<file path="src/mvm_pkg.sv">
package mvm_pkg;

    localparam int MAX_COLUMNS = 256;
    localparam int ADDR_W      = (MAX_COLUMNS > 1) ? $clog2(MAX_COLUMNS) : 1;
    localparam int CNT_W       = $clog2(2 * MAX_COLUMNS);
    localparam int QUEUE_DEPTH = 2;

    localparam int ELEM_W  = 16;
    localparam int IDX_W   = 8;
    localparam int VLEN_W  = 9;
    localparam int SUM_W   = 40;
    localparam int PROD_W  = 32;
    localparam int ROW_W   = 16;

    localparam logic [VLEN_W-1:0] VLEN_RESET = 9'd256;
    localparam logic [CNT_W-1:0]  COUNT_CAP  = CNT_W'(2 * MAX_COLUMNS - 1);

    localparam logic CMD_LOAD   = 1'b0;
    localparam logic CMD_MATRIX = 1'b1;

    // one matrix element on its way from the front part to the back part
    typedef struct packed {
        logic [ELEM_W-1:0] elem;
        logic [ELEM_W-1:0] vec;
        logic              in_range;
        logic              first;
        logic              row_end;
        logic              err;
        logic [ROW_W-1:0]  row_index;
    } mvm_item_t;

endpackage

</file>
<file path="src/mvm_ram.sv">
module mvm_ram #(
    parameter int WIDTH = 16,
    parameter int DEPTH = 256
) (
    input  logic                             clk,
    input  logic                             we,
    input  logic [$clog2(DEPTH > 1 ? DEPTH : 2)-1:0] waddr,
    input  logic [WIDTH-1:0]                 wdata,
    input  logic                             re,
    input  logic [$clog2(DEPTH > 1 ? DEPTH : 2)-1:0] raddr,
    output logic [WIDTH-1:0]                 rdata
);

    logic [WIDTH-1:0] mem_reg [DEPTH];
    logic [WIDTH-1:0] rdata_reg;

    always_ff @(posedge clk)
    begin
        if (we)
        begin
            mem_reg[waddr] <= wdata;
        end
        if (re)
        begin
            rdata_reg <= mem_reg[raddr];
        end
    end

    assign rdata = rdata_reg;

endmodule

</file>
<file path="src/mvm_front.sv">
module mvm_front (
    input  logic                        clk,
    input  logic                        rst_n,
    input  logic                        cfg_write,
    input  logic [mvm_pkg::VLEN_W-1:0]  cfg_data,
    input  logic                        in_valid,
    output logic                        in_stall,
    input  logic                        cmd,
    input  logic [mvm_pkg::IDX_W-1:0]   vec_index,
    input  logic [mvm_pkg::ELEM_W-1:0]  elem_value,
    input  logic                        row_end,
    output logic                        push_valid,
    output mvm_pkg::mvm_item_t          push_item,
    input  logic                        push_full
);

    logic [mvm_pkg::VLEN_W-1:0] vlen_reg;
    logic [mvm_pkg::CNT_W-1:0]  col_reg, col_next;
    logic [mvm_pkg::ROW_W-1:0]  row_reg, row_next;
    logic                       s1_valid_reg, s1_valid_next;
    mvm_pkg::mvm_item_t         s1_item_reg, s1_item_next;

    logic                       accept;
    logic                       is_load;
    logic                       is_matrix;
    logic                       wr_en;
    logic [mvm_pkg::CNT_W-1:0]  col_inc;
    logic                       err;
    logic [mvm_pkg::ELEM_W-1:0] vec_rd;

    assign in_stall  = s1_valid_reg && push_full;
    assign accept    = in_valid && !in_stall;
    assign is_load   = accept && (cmd == mvm_pkg::CMD_LOAD);
    assign is_matrix = accept && (cmd == mvm_pkg::CMD_MATRIX);
    assign wr_en     = is_load && (32'(vec_index) < mvm_pkg::MAX_COLUMNS);

    mvm_ram #(
        .WIDTH (mvm_pkg::ELEM_W),
        .DEPTH (mvm_pkg::MAX_COLUMNS)
    ) u_vec_ram (
        .clk   (clk),
        .we    (wr_en),
        .waddr (mvm_pkg::ADDR_W'(vec_index)),
        .wdata (elem_value),
        .re    (is_matrix),
        .raddr (col_reg[mvm_pkg::ADDR_W-1:0]),
        .rdata (vec_rd)
    );

    always_comb
    begin
        col_inc = (col_reg < mvm_pkg::COUNT_CAP) ? col_reg + 1'b1 : col_reg;
        err     = (32'(col_inc) != 32'(vlen_reg)) ||
                  (32'(vlen_reg) > mvm_pkg::MAX_COLUMNS);

        col_next = col_reg;
        row_next = row_reg;
        if (is_load)
        begin
            col_next = '0;
            row_next = '0;
        end
        else if (is_matrix)
        begin
            if (row_end)
            begin
                col_next = '0;
                row_next = row_reg + 1'b1;
            end
            else
            begin
                col_next = col_inc;
            end
        end

        s1_valid_next = s1_valid_reg;
        if (s1_valid_reg && !push_full)
        begin
            s1_valid_next = 1'b0;
        end
        if (is_matrix)
        begin
            s1_valid_next = 1'b1;
        end

        s1_item_next = s1_item_reg;
        if (is_matrix)
        begin
            s1_item_next.elem      = elem_value;
            s1_item_next.vec       = '0;
            s1_item_next.in_range  = (32'(col_reg) < mvm_pkg::MAX_COLUMNS);
            s1_item_next.first     = (col_reg == '0);
            s1_item_next.row_end   = row_end;
            s1_item_next.err       = err;
            s1_item_next.row_index = row_reg;
        end

        push_valid    = s1_valid_reg;
        push_item     = s1_item_reg;
        push_item.vec = vec_rd;
    end

    always_ff @(posedge clk or negedge rst_n)
    begin
        if (!rst_n)
        begin
            vlen_reg     <= mvm_pkg::VLEN_RESET;
            col_reg      <= '0;
            row_reg      <= '0;
            s1_valid_reg <= 1'b0;
        end
        else
        begin
            if (cfg_write)
            begin
                vlen_reg <= cfg_data;
            end
            col_reg      <= col_next;
            row_reg      <= row_next;
            s1_valid_reg <= s1_valid_next;
        end
    end

    always_ff @(posedge clk)
    begin
        s1_item_reg <= s1_item_next;
    end

endmodule

</file>
<file path="src/mvm_queue.sv">
module mvm_queue (
    input  logic               clk,
    input  logic               rst_n,
    input  logic               push_valid,
    input  mvm_pkg::mvm_item_t push_item,
    output logic               full,
    output logic               pop_valid,
    output mvm_pkg::mvm_item_t pop_item,
    input  logic               pop_ready
);

    localparam int PTR_W = (mvm_pkg::QUEUE_DEPTH > 1) ? $clog2(mvm_pkg::QUEUE_DEPTH) : 1;
    localparam int CNT_W = $clog2(mvm_pkg::QUEUE_DEPTH + 1);

    mvm_pkg::mvm_item_t slot_reg [mvm_pkg::QUEUE_DEPTH];
    logic [PTR_W-1:0]   wptr_reg, wptr_next;
    logic [PTR_W-1:0]   rptr_reg, rptr_next;
    logic [CNT_W-1:0]   count_reg, count_next;
    logic               push;
    logic               pop;

    assign full      = (32'(count_reg) == mvm_pkg::QUEUE_DEPTH);
    assign pop_valid = (count_reg != '0);
    assign pop_item  = slot_reg[rptr_reg];
    assign push      = push_valid && !full;
    assign pop       = pop_valid && pop_ready;

    always_comb
    begin
        wptr_next = wptr_reg;
        rptr_next = rptr_reg;
        if (push)
        begin
            wptr_next = (32'(wptr_reg) == mvm_pkg::QUEUE_DEPTH - 1) ? '0 : wptr_reg + 1'b1;
        end
        if (pop)
        begin
            rptr_next = (32'(rptr_reg) == mvm_pkg::QUEUE_DEPTH - 1) ? '0 : rptr_reg + 1'b1;
        end
        count_next = count_reg;
        if (push && !pop)
        begin
            count_next = count_reg + 1'b1;
        end
        else if (pop && !push)
        begin
            count_next = count_reg - 1'b1;
        end
    end

    always_ff @(posedge clk or negedge rst_n)
    begin
        if (!rst_n)
        begin
            wptr_reg  <= '0;
            rptr_reg  <= '0;
            count_reg <= '0;
        end
        else
        begin
            wptr_reg  <= wptr_next;
            rptr_reg  <= rptr_next;
            count_reg <= count_next;
        end
    end

    always_ff @(posedge clk)
    begin
        if (push)
        begin
            slot_reg[wptr_reg] <= push_item;
        end
    end

endmodule

</file>
<file path="src/mvm_back.sv">
module mvm_back (
    input  logic                              clk,
    input  logic                              rst_n,
    input  logic                              pop_valid,
    input  mvm_pkg::mvm_item_t                pop_item,
    output logic                              pop_ready,
    output logic                              out_valid,
    input  logic                              out_stall,
    output logic signed [mvm_pkg::SUM_W-1:0]  row_sum,
    output logic [mvm_pkg::ROW_W-1:0]         row_index,
    output logic                              size_error
);

    localparam logic signed [mvm_pkg::SUM_W-1:0] ACC_MAX = {1'b0, {(mvm_pkg::SUM_W-1){1'b1}}};
    localparam logic signed [mvm_pkg::SUM_W-1:0] ACC_MIN = {1'b1, {(mvm_pkg::SUM_W-1){1'b0}}};

    // multiply stage
    logic                               mul_valid_reg, mul_valid_next;
    logic signed [mvm_pkg::PROD_W-1:0]  prod_reg;
    logic                               mul_in_range_reg;
    logic                               mul_first_reg;
    logic                               mul_row_end_reg;
    logic                               mul_err_reg;
    logic [mvm_pkg::ROW_W-1:0]          mul_row_reg;

    // accumulate and result stage
    logic signed [mvm_pkg::SUM_W-1:0]   acc_reg, acc_next;
    logic                               out_valid_reg, out_valid_next;
    logic signed [mvm_pkg::SUM_W-1:0]   row_sum_reg;
    logic [mvm_pkg::ROW_W-1:0]          row_index_reg;
    logic                               size_error_reg;

    logic                               out_free;
    logic                               retire;
    logic                               load_mul;
    logic signed [mvm_pkg::SUM_W-1:0]   base;
    logic signed [mvm_pkg::SUM_W:0]     sum_wide;

    assign out_free  = !out_valid_reg || !out_stall;
    assign retire    = mul_valid_reg && (!mul_row_end_reg || out_free);
    assign pop_ready = !mul_valid_reg || retire;
    assign load_mul  = pop_valid && pop_ready;

    always_comb
    begin
        base     = mul_first_reg ? '0 : acc_reg;
        sum_wide = (mvm_pkg::SUM_W+1)'(base) +
                   (mul_in_range_reg ? (mvm_pkg::SUM_W+1)'(prod_reg) : '0);
        if (sum_wide[mvm_pkg::SUM_W] != sum_wide[mvm_pkg::SUM_W-1])
        begin
            acc_next = sum_wide[mvm_pkg::SUM_W] ? ACC_MIN : ACC_MAX;
        end
        else
        begin
            acc_next = sum_wide[mvm_pkg::SUM_W-1:0];
        end

        mul_valid_next = mul_valid_reg;
        if (retire)
        begin
            mul_valid_next = 1'b0;
        end
        if (load_mul)
        begin
            mul_valid_next = 1'b1;
        end

        out_valid_next = out_valid_reg;
        if (out_valid_reg && !out_stall)
        begin
            out_valid_next = 1'b0;
        end
        if (retire && mul_row_end_reg)
        begin
            out_valid_next = 1'b1;
        end
    end

    always_ff @(posedge clk or negedge rst_n)
    begin
        if (!rst_n)
        begin
            mul_valid_reg <= 1'b0;
            out_valid_reg <= 1'b0;
            acc_reg       <= '0;
        end
        else
        begin
            mul_valid_reg <= mul_valid_next;
            out_valid_reg <= out_valid_next;
            if (retire)
            begin
                acc_reg <= acc_next;
            end
        end
    end

    always_ff @(posedge clk)
    begin
        if (load_mul)
        begin
            prod_reg         <= $signed(pop_item.elem) * $signed(pop_item.vec);
            mul_in_range_reg <= pop_item.in_range;
            mul_first_reg    <= pop_item.first;
            mul_row_end_reg  <= pop_item.row_end;
            mul_err_reg      <= pop_item.err;
            mul_row_reg      <= pop_item.row_index;
        end
        if (retire && mul_row_end_reg)
        begin
            row_sum_reg    <= mul_err_reg ? '0 : acc_next;
            row_index_reg  <= mul_row_reg;
            size_error_reg <= mul_err_reg;
        end
    end

    assign out_valid  = out_valid_reg;
    assign row_sum    = row_sum_reg;
    assign row_index  = row_index_reg;
    assign size_error = size_error_reg;

endmodule

</file>
<file path="src/matrix_vector_multiply.sv">
// path: a row-closing matrix element reaches its result through the vector ram read,
// the queue, the multiply register and the accumulate into the result register
// throughput: one item per cycle while out_stall is low, set by the single multiply-accumulate
// reset: rst_n clears counters, queue, accumulator and valids; vector_length returns to 256
// the vector ram is not cleared and reads undefined until written
module matrix_vector_multiply (
    input  logic                              clk,
    input  logic                              rst_n,
    // configuration: vector_length
    input  logic                              cfg_write,
    input  logic [mvm_pkg::VLEN_W-1:0]        cfg_data,
    // input channel
    input  logic                              in_valid,
    output logic                              in_stall,
    input  logic                              cmd,
    input  logic [mvm_pkg::IDX_W-1:0]         vec_index,
    input  logic signed [mvm_pkg::ELEM_W-1:0] elem_value,
    input  logic                              row_end,
    // result channel
    output logic                              out_valid,
    input  logic                              out_stall,
    output logic signed [mvm_pkg::SUM_W-1:0]  row_sum,
    output logic [mvm_pkg::ROW_W-1:0]         row_index,
    output logic                              size_error
);

    // front to queue
    logic               push_valid;
    mvm_pkg::mvm_item_t push_item;
    logic               push_full;

    // queue to back
    logic               pop_valid;
    mvm_pkg::mvm_item_t pop_item;
    logic               pop_ready;

    // front part: vector loads go straight into the ram, matrix elements
    // get their column, row number and length check, and read the vector entry
    mvm_front u_front (
        .clk        (clk),
        .rst_n      (rst_n),
        .cfg_write  (cfg_write),
        .cfg_data   (cfg_data),
        .in_valid   (in_valid),
        .in_stall   (in_stall),
        .cmd        (cmd),
        .vec_index  (vec_index),
        .elem_value (elem_value),
        .row_end    (row_end),
        .push_valid (push_valid),
        .push_item  (push_item),
        .push_full  (push_full)
    );

    // short queue so a stalled result does not stop input transfers at once
    mvm_queue u_queue (
        .clk        (clk),
        .rst_n      (rst_n),
        .push_valid (push_valid),
        .push_item  (push_item),
        .full       (push_full),
        .pop_valid  (pop_valid),
        .pop_item   (pop_item),
        .pop_ready  (pop_ready)
    );

    // back part: registered multiply, then saturating accumulate; the first
    // element of a row restarts the sum, the last one loads the result register
    mvm_back u_back (
        .clk        (clk),
        .rst_n      (rst_n),
        .pop_valid  (pop_valid),
        .pop_item   (pop_item),
        .pop_ready  (pop_ready),
        .out_valid  (out_valid),
        .out_stall  (out_stall),
        .row_sum    (row_sum),
        .row_index  (row_index),
        .size_error (size_error)
    );

endmodule
</file>
<file path="config.mk">
export PLATFORM = sky130hd
export DESIGN_NAME = matrix_vector_multiply
export DESIGN_NICKNAME = d
export VERILOG_FILES = /design/src/mvm_pkg.sv /design/src/mvm_ram.sv /design/src/mvm_front.sv /design/src/mvm_queue.sv /design/src/mvm_back.sv /design/src/matrix_vector_multiply.sv
export SDC_FILE = /design/constraint.sdc
export NUM_CORES = 2
export LEC_CHECK = 0
export BUFFER_PORTS_ARGS = -buffer_cell sky130_fd_sc_hd__buf_2
export CAP_MARGIN = 40
export CORE_MARGIN = 2
export CORE_UTILIZATION = 49
export CTS_CLUSTER_DIAMETER = 40
export DETAILED_ROUTE_END_ITERATION = 12
export GPL_ROUTABILITY_DRIVEN = 0
export SKIP_CTS_REPAIR_TIMING = 1
export SLEW_MARGIN = 5
export SYNTH_ARGS = -nofsm -noshare
export SYNTH_HDL_FRONTEND = slang
export SYNTH_MEMORY_MAX_BITS = 65536
export SYNTH_SLANG_ARGS = --single-unit
</file>
<file path="constraint.sdc">
create_clock -name clk -period 10.4 [get_ports clk]
set_input_delay 2.08 -clock clk [delete_from_list [all_inputs] [get_ports clk]]
set_output_delay 2.08 -clock clk [all_outputs]
set_load 0.01 [all_outputs]
</file>
==> metrics.log <==
[metrics] result of the run: finished clean
[metrics] category of the worst setup path capture point: flip-flop
[metrics] Critical Path Fanout Max: 53
[metrics] antenna violations before repair: 35
[metrics] clock tree from TritonCTS: done
[metrics] worst r2r src: u_queue.rptr_reg$_DFFE_PN0P_
[metrics] Initial Utilization: 49.18%
[metrics] share of async-settable or async-resettable flops after synthesis: 1.824%
[metrics] DP Wirelength: 278600 um
[metrics] final critical delay including setup and external delays: between 8 and 9 ns
[metrics] WP data arrival: 8.75 ns
[metrics] Worst Max-Slew Pin Slew: 1.024 ns
[metrics] beginning of the critical path: u_queue.rptr_reg$_DFFE_PN0P_
[metrics] clk slew on worst S/H paths: 0.06 ns
[metrics] nets: 9627
[metrics] Sinks on Clock Net: 4442
[metrics] Layout area overhead: 16.12%
[metrics] HP Start: u_back.mul_row_reg[2]$_DFFE_PP_
[metrics] commonest cells after routing, fill and taps aside: sky130_fd_sc_hd__edfxtp_1, sky130_fd_sc_hd__mux4_2, sky130_fd_sc_hd__clkbuf_16, sky130_fd_sc_hd__buf_4, sky130_fd_sc_hd__nor2_1
[metrics] post-synthesis share of cell area spent on xor and xnor gates: 0.4442%
[metrics] final worst slack: 2.381 ns
[metrics] H-Tree Level Count: 6
[metrics] Detailed Route Iter0 Violations: 11150
[metrics] Avg Synthesized Cell Area: 21.33 um2
[metrics] number of fill cells: 26990
[metrics] detail-routed net length per standard cell: 32.04 um
[metrics] number of rows in the core area: 223
[metrics] via total after detailed routing: 89680
[metrics] synthesized-area fraction occupied by ao, oa, aoi and oai cells: about 1.3%
[metrics] kind of path behind the tightest hold check: flip-flop to flip-flop
[metrics] count of synthesis-stage warnings from yosys: 0
[metrics] first drt pass iteration count: 6
[metrics] largest family of logic cells by synthesized area: multiplexers
[metrics] fraction of layout cells with a size suffix above 1: 31.57%
[metrics] CTS root buf: sky130_fd_sc_hd__clkbuf_16
[metrics] RSZ-0062 raised after global routing: no
[metrics] adder-cell share of the synthesized area: 3.772%
[metrics] EDFF count, synth: roughly 4400
[metrics] post-layout utilization of the core: a little under three fifths
[metrics] simple-gate share of the synthesized area: 2.427%
[metrics] dominant synthesized flop cell: sky130_fd_sc_hd__edfxtp_1
[metrics] most common library cell in the layout ignoring fill and taps: sky130_fd_sc_hd__edfxtp_1
[metrics] multi-input logic area: 46000 um2
[metrics] total detailed-routing wirelength: 468300 um
[metrics] full die area: between 300000 and 400000 um2
[metrics] top achievable clock speed: 124.7 MHz
[metrics] Vias/cell: slightly above 6
[metrics] Die H: 612.4 um
[metrics] Register Area: roughly 130000 um2
[metrics] wire length of the first global-routing pass: roughly 670000 um
[metrics] source-to-sink clock delay at the later pin of the worst-skew pair: about 1.0 ns
[metrics] Final Setup Violations: 0
[metrics] count of non-filler cells in the finished layout: 14620
[metrics] proportion of synthesized chip area in sequential cells: 73.31%
[metrics] number of max-cap violations: 0
[metrics] count of input and output buffers: 98
[metrics] buffer depth of the longest clock path: 4
[metrics] core area: 368900 um2
[metrics] antenna-violating nets left: 0
[metrics] number of top-level design ports: 99
[metrics] Residual DRC: 0
[metrics] crit path kind: flip-flop to flip-flop
[metrics] number of flip-flops under the largest register name: 4096
[metrics] count of different cell masters after synthesis: 73
[metrics] Pins Over Slew Limit: 0
[metrics] post-synthesis instance area: 181400 um2
[metrics] vias in the first global route: 91690
[metrics] Max-Slew Margin vs Limit: 31.71%
[metrics] total routing resource utilization after global routing: 25.03%
[metrics] cell total after placement: 13570
[metrics] startpoint class of the critical path: flip-flop
[metrics] Overflow after GRT: 0
[metrics] number of standard cells after synthesis: roughly 8500
[metrics] maximum clock skew at final layout: 0.05590 ns
[metrics] Final period util: just under 80%
[metrics] pin count of the biggest net entering global routing: 160
[metrics] die width: 612.4 um
[metrics] DP Worst Slack: 2.398 ns
[metrics] net count after synthesis: 8933
[metrics] TNS Setup: 0 ns
[metrics] number of hold violations in the final report: 0
[metrics] fraction of synthesized area in multiplexers: 17.09%
[metrics] number of storage elements in the synthesis netlist: ~4400
[metrics] number of buffers created by CTS: 570
[metrics] required time reported for the critical path endpoint: 11.13 ns
==> path summary, 6_finish.rpt <==
path                            depth (start not counted)                               to  slack [ns]
worst min register to register                          0    u_back.row_index[2]$_DFFE_PP_        0.42
worst max-delay path                                   23    u_back.prod_reg[25]$_DFFE_PP_        2.38
min in group asynchronous                               1   u_back.acc_reg[22]$_DFFE_PN0P_        0.98
worst min-delay path                                    0    u_back.row_index[2]$_DFFE_PP_        0.42
worst max register to register                         23    u_back.prod_reg[25]$_DFFE_PP_        2.38
max in group asynchronous                               3  u_front.vlen_reg[8]$_DFFE_PN1P_        8.54
==> per-layer routing <==
metal | track usage (%) | vias to the layer above | wire length (um)
met4 | 6.482 | 6 | 12190
met5 | 0 | - | 40
met1 | 35.91 | 48660 | 191100
met2 | 40.38 | 4057 | 227600
li1 | - | 36260 | -
met3 | 4.111 | 702 | 37350
==> final cells by class <==
type                    instances  share of cell area, %
clock inverters               396                  2.189
well taps                    4950                  2.940
clock buffers                 638                  7.004
diodes                          6               0.007128
repair buffers                533                  2.311
inverters                     315                 0.5613
flip-flops and latches       4442                  63.15
multi-input cells            3336                  21.84
==> synthesized netlist by cell type, drive strengths merged (4+ instances only) <==
master | instances | area (um2)
o31ai | 6 | 45.04
mux2i | 71 | 710.7
nor2 | 529 | 1986
buf | 189 | 942.2
o21bai | 6 | 45.04
or2 | 10 | 62.56
edfxtp | 4361 | 131000
inv | 314 | 1179
ha | 126 | 1577
o22ai | 6 | 37.54
o221ai | 4 | 35.03
and3 | 12 | 75.07
clkbuf | 222 | 833.3
a211oi | 24 | 185.2
or3 | 8 | 50.05
nor2b | 64 | 400.4
xnor2 | 63 | 551.8
fa | 263 | 5265
a21oi | 158 | 790.8
and4 | 4 | 35.03
nand2 | 225 | 844.6
o21a | 15 | 112.6
dfrtp | 80 | 2002
a211o | 7 | 61.31
nor3 | 27 | 135.1
nor4 | 8 | 50.05
mux2 | 66 | 743.2
a221oi | 8 | 70.07
o21ai | 64 | 320.3
nand2b | 12 | 75.07
nand3 | 63 | 315.3
a31oi | 19 | 118.9
xor2 | 29 | 254.0
a21o | 26 | 195.2
o211ai | 8 | 60.06
mux4 | 1312 | 29550
nand4 | 12 | 75.07
and2 | 40 | 250.2
==> cell families after synthesis <==
kind of cell	count (synthesis)
adder cells (fa/ha/maj)	389
multiplexers	1449
XOR/XNOR	92
buffers and inverters	726
AO/OA/AOI/OAI	386
flip-flops	4442
AND/OR/NAND/NOR	1020
==> through the flow <==
step,hold WS [ns],area (um2)
2_1_floorplan,0.4003,181400
6_report,0.4194,210600
4_1_cts,0.4230,210600
5_1_grt,0.4291,210600
3_3_place_gp,0.4014,190000
3_5_place_dp,0.4045,191200
==> worst max-delay path, stage by stage, from the launching register on <==
cell and delay [ns]:
sky130_fd_sc_hd__dfrtp_4 0.92, sky130_fd_sc_hd__mux2i_2 0.88, sky130_fd_sc_hd__nor2_1 0.15, sky130_fd_sc_hd__fa_1 0.57, sky130_fd_sc_hd__inv_1 0.06, sky130_fd_sc_hd__fa_1 0.46, sky130_fd_sc_hd__fa_1 0.51, sky130_fd_sc_hd__inv_1 0.05
sky130_fd_sc_hd__fa_1 0.50, sky130_fd_sc_hd__fa_1 0.49, sky130_fd_sc_hd__inv_1 0.05, sky130_fd_sc_hd__fa_1 0.47, sky130_fd_sc_hd__inv_1 0.04, sky130_fd_sc_hd__ha_1 0.35, sky130_fd_sc_hd__a21oi_1 0.17, sky130_fd_sc_hd__nor2_1 0.05
sky130_fd_sc_hd__o21a_1 0.16, sky130_fd_sc_hd__o21ai_0 0.24, sky130_fd_sc_hd__o21ai_0 0.11, sky130_fd_sc_hd__a211o_1 0.40, sky130_fd_sc_hd__a211o_1 0.35, sky130_fd_sc_hd__a31o_2 0.25, sky130_fd_sc_hd__o41a_1 0.33, sky130_fd_sc_hd__xor2_1 0.15
Power is left out: the tool's default activity adds up to more than one toggle a clock period on the data nets, which glitch-free logic cannot reach.
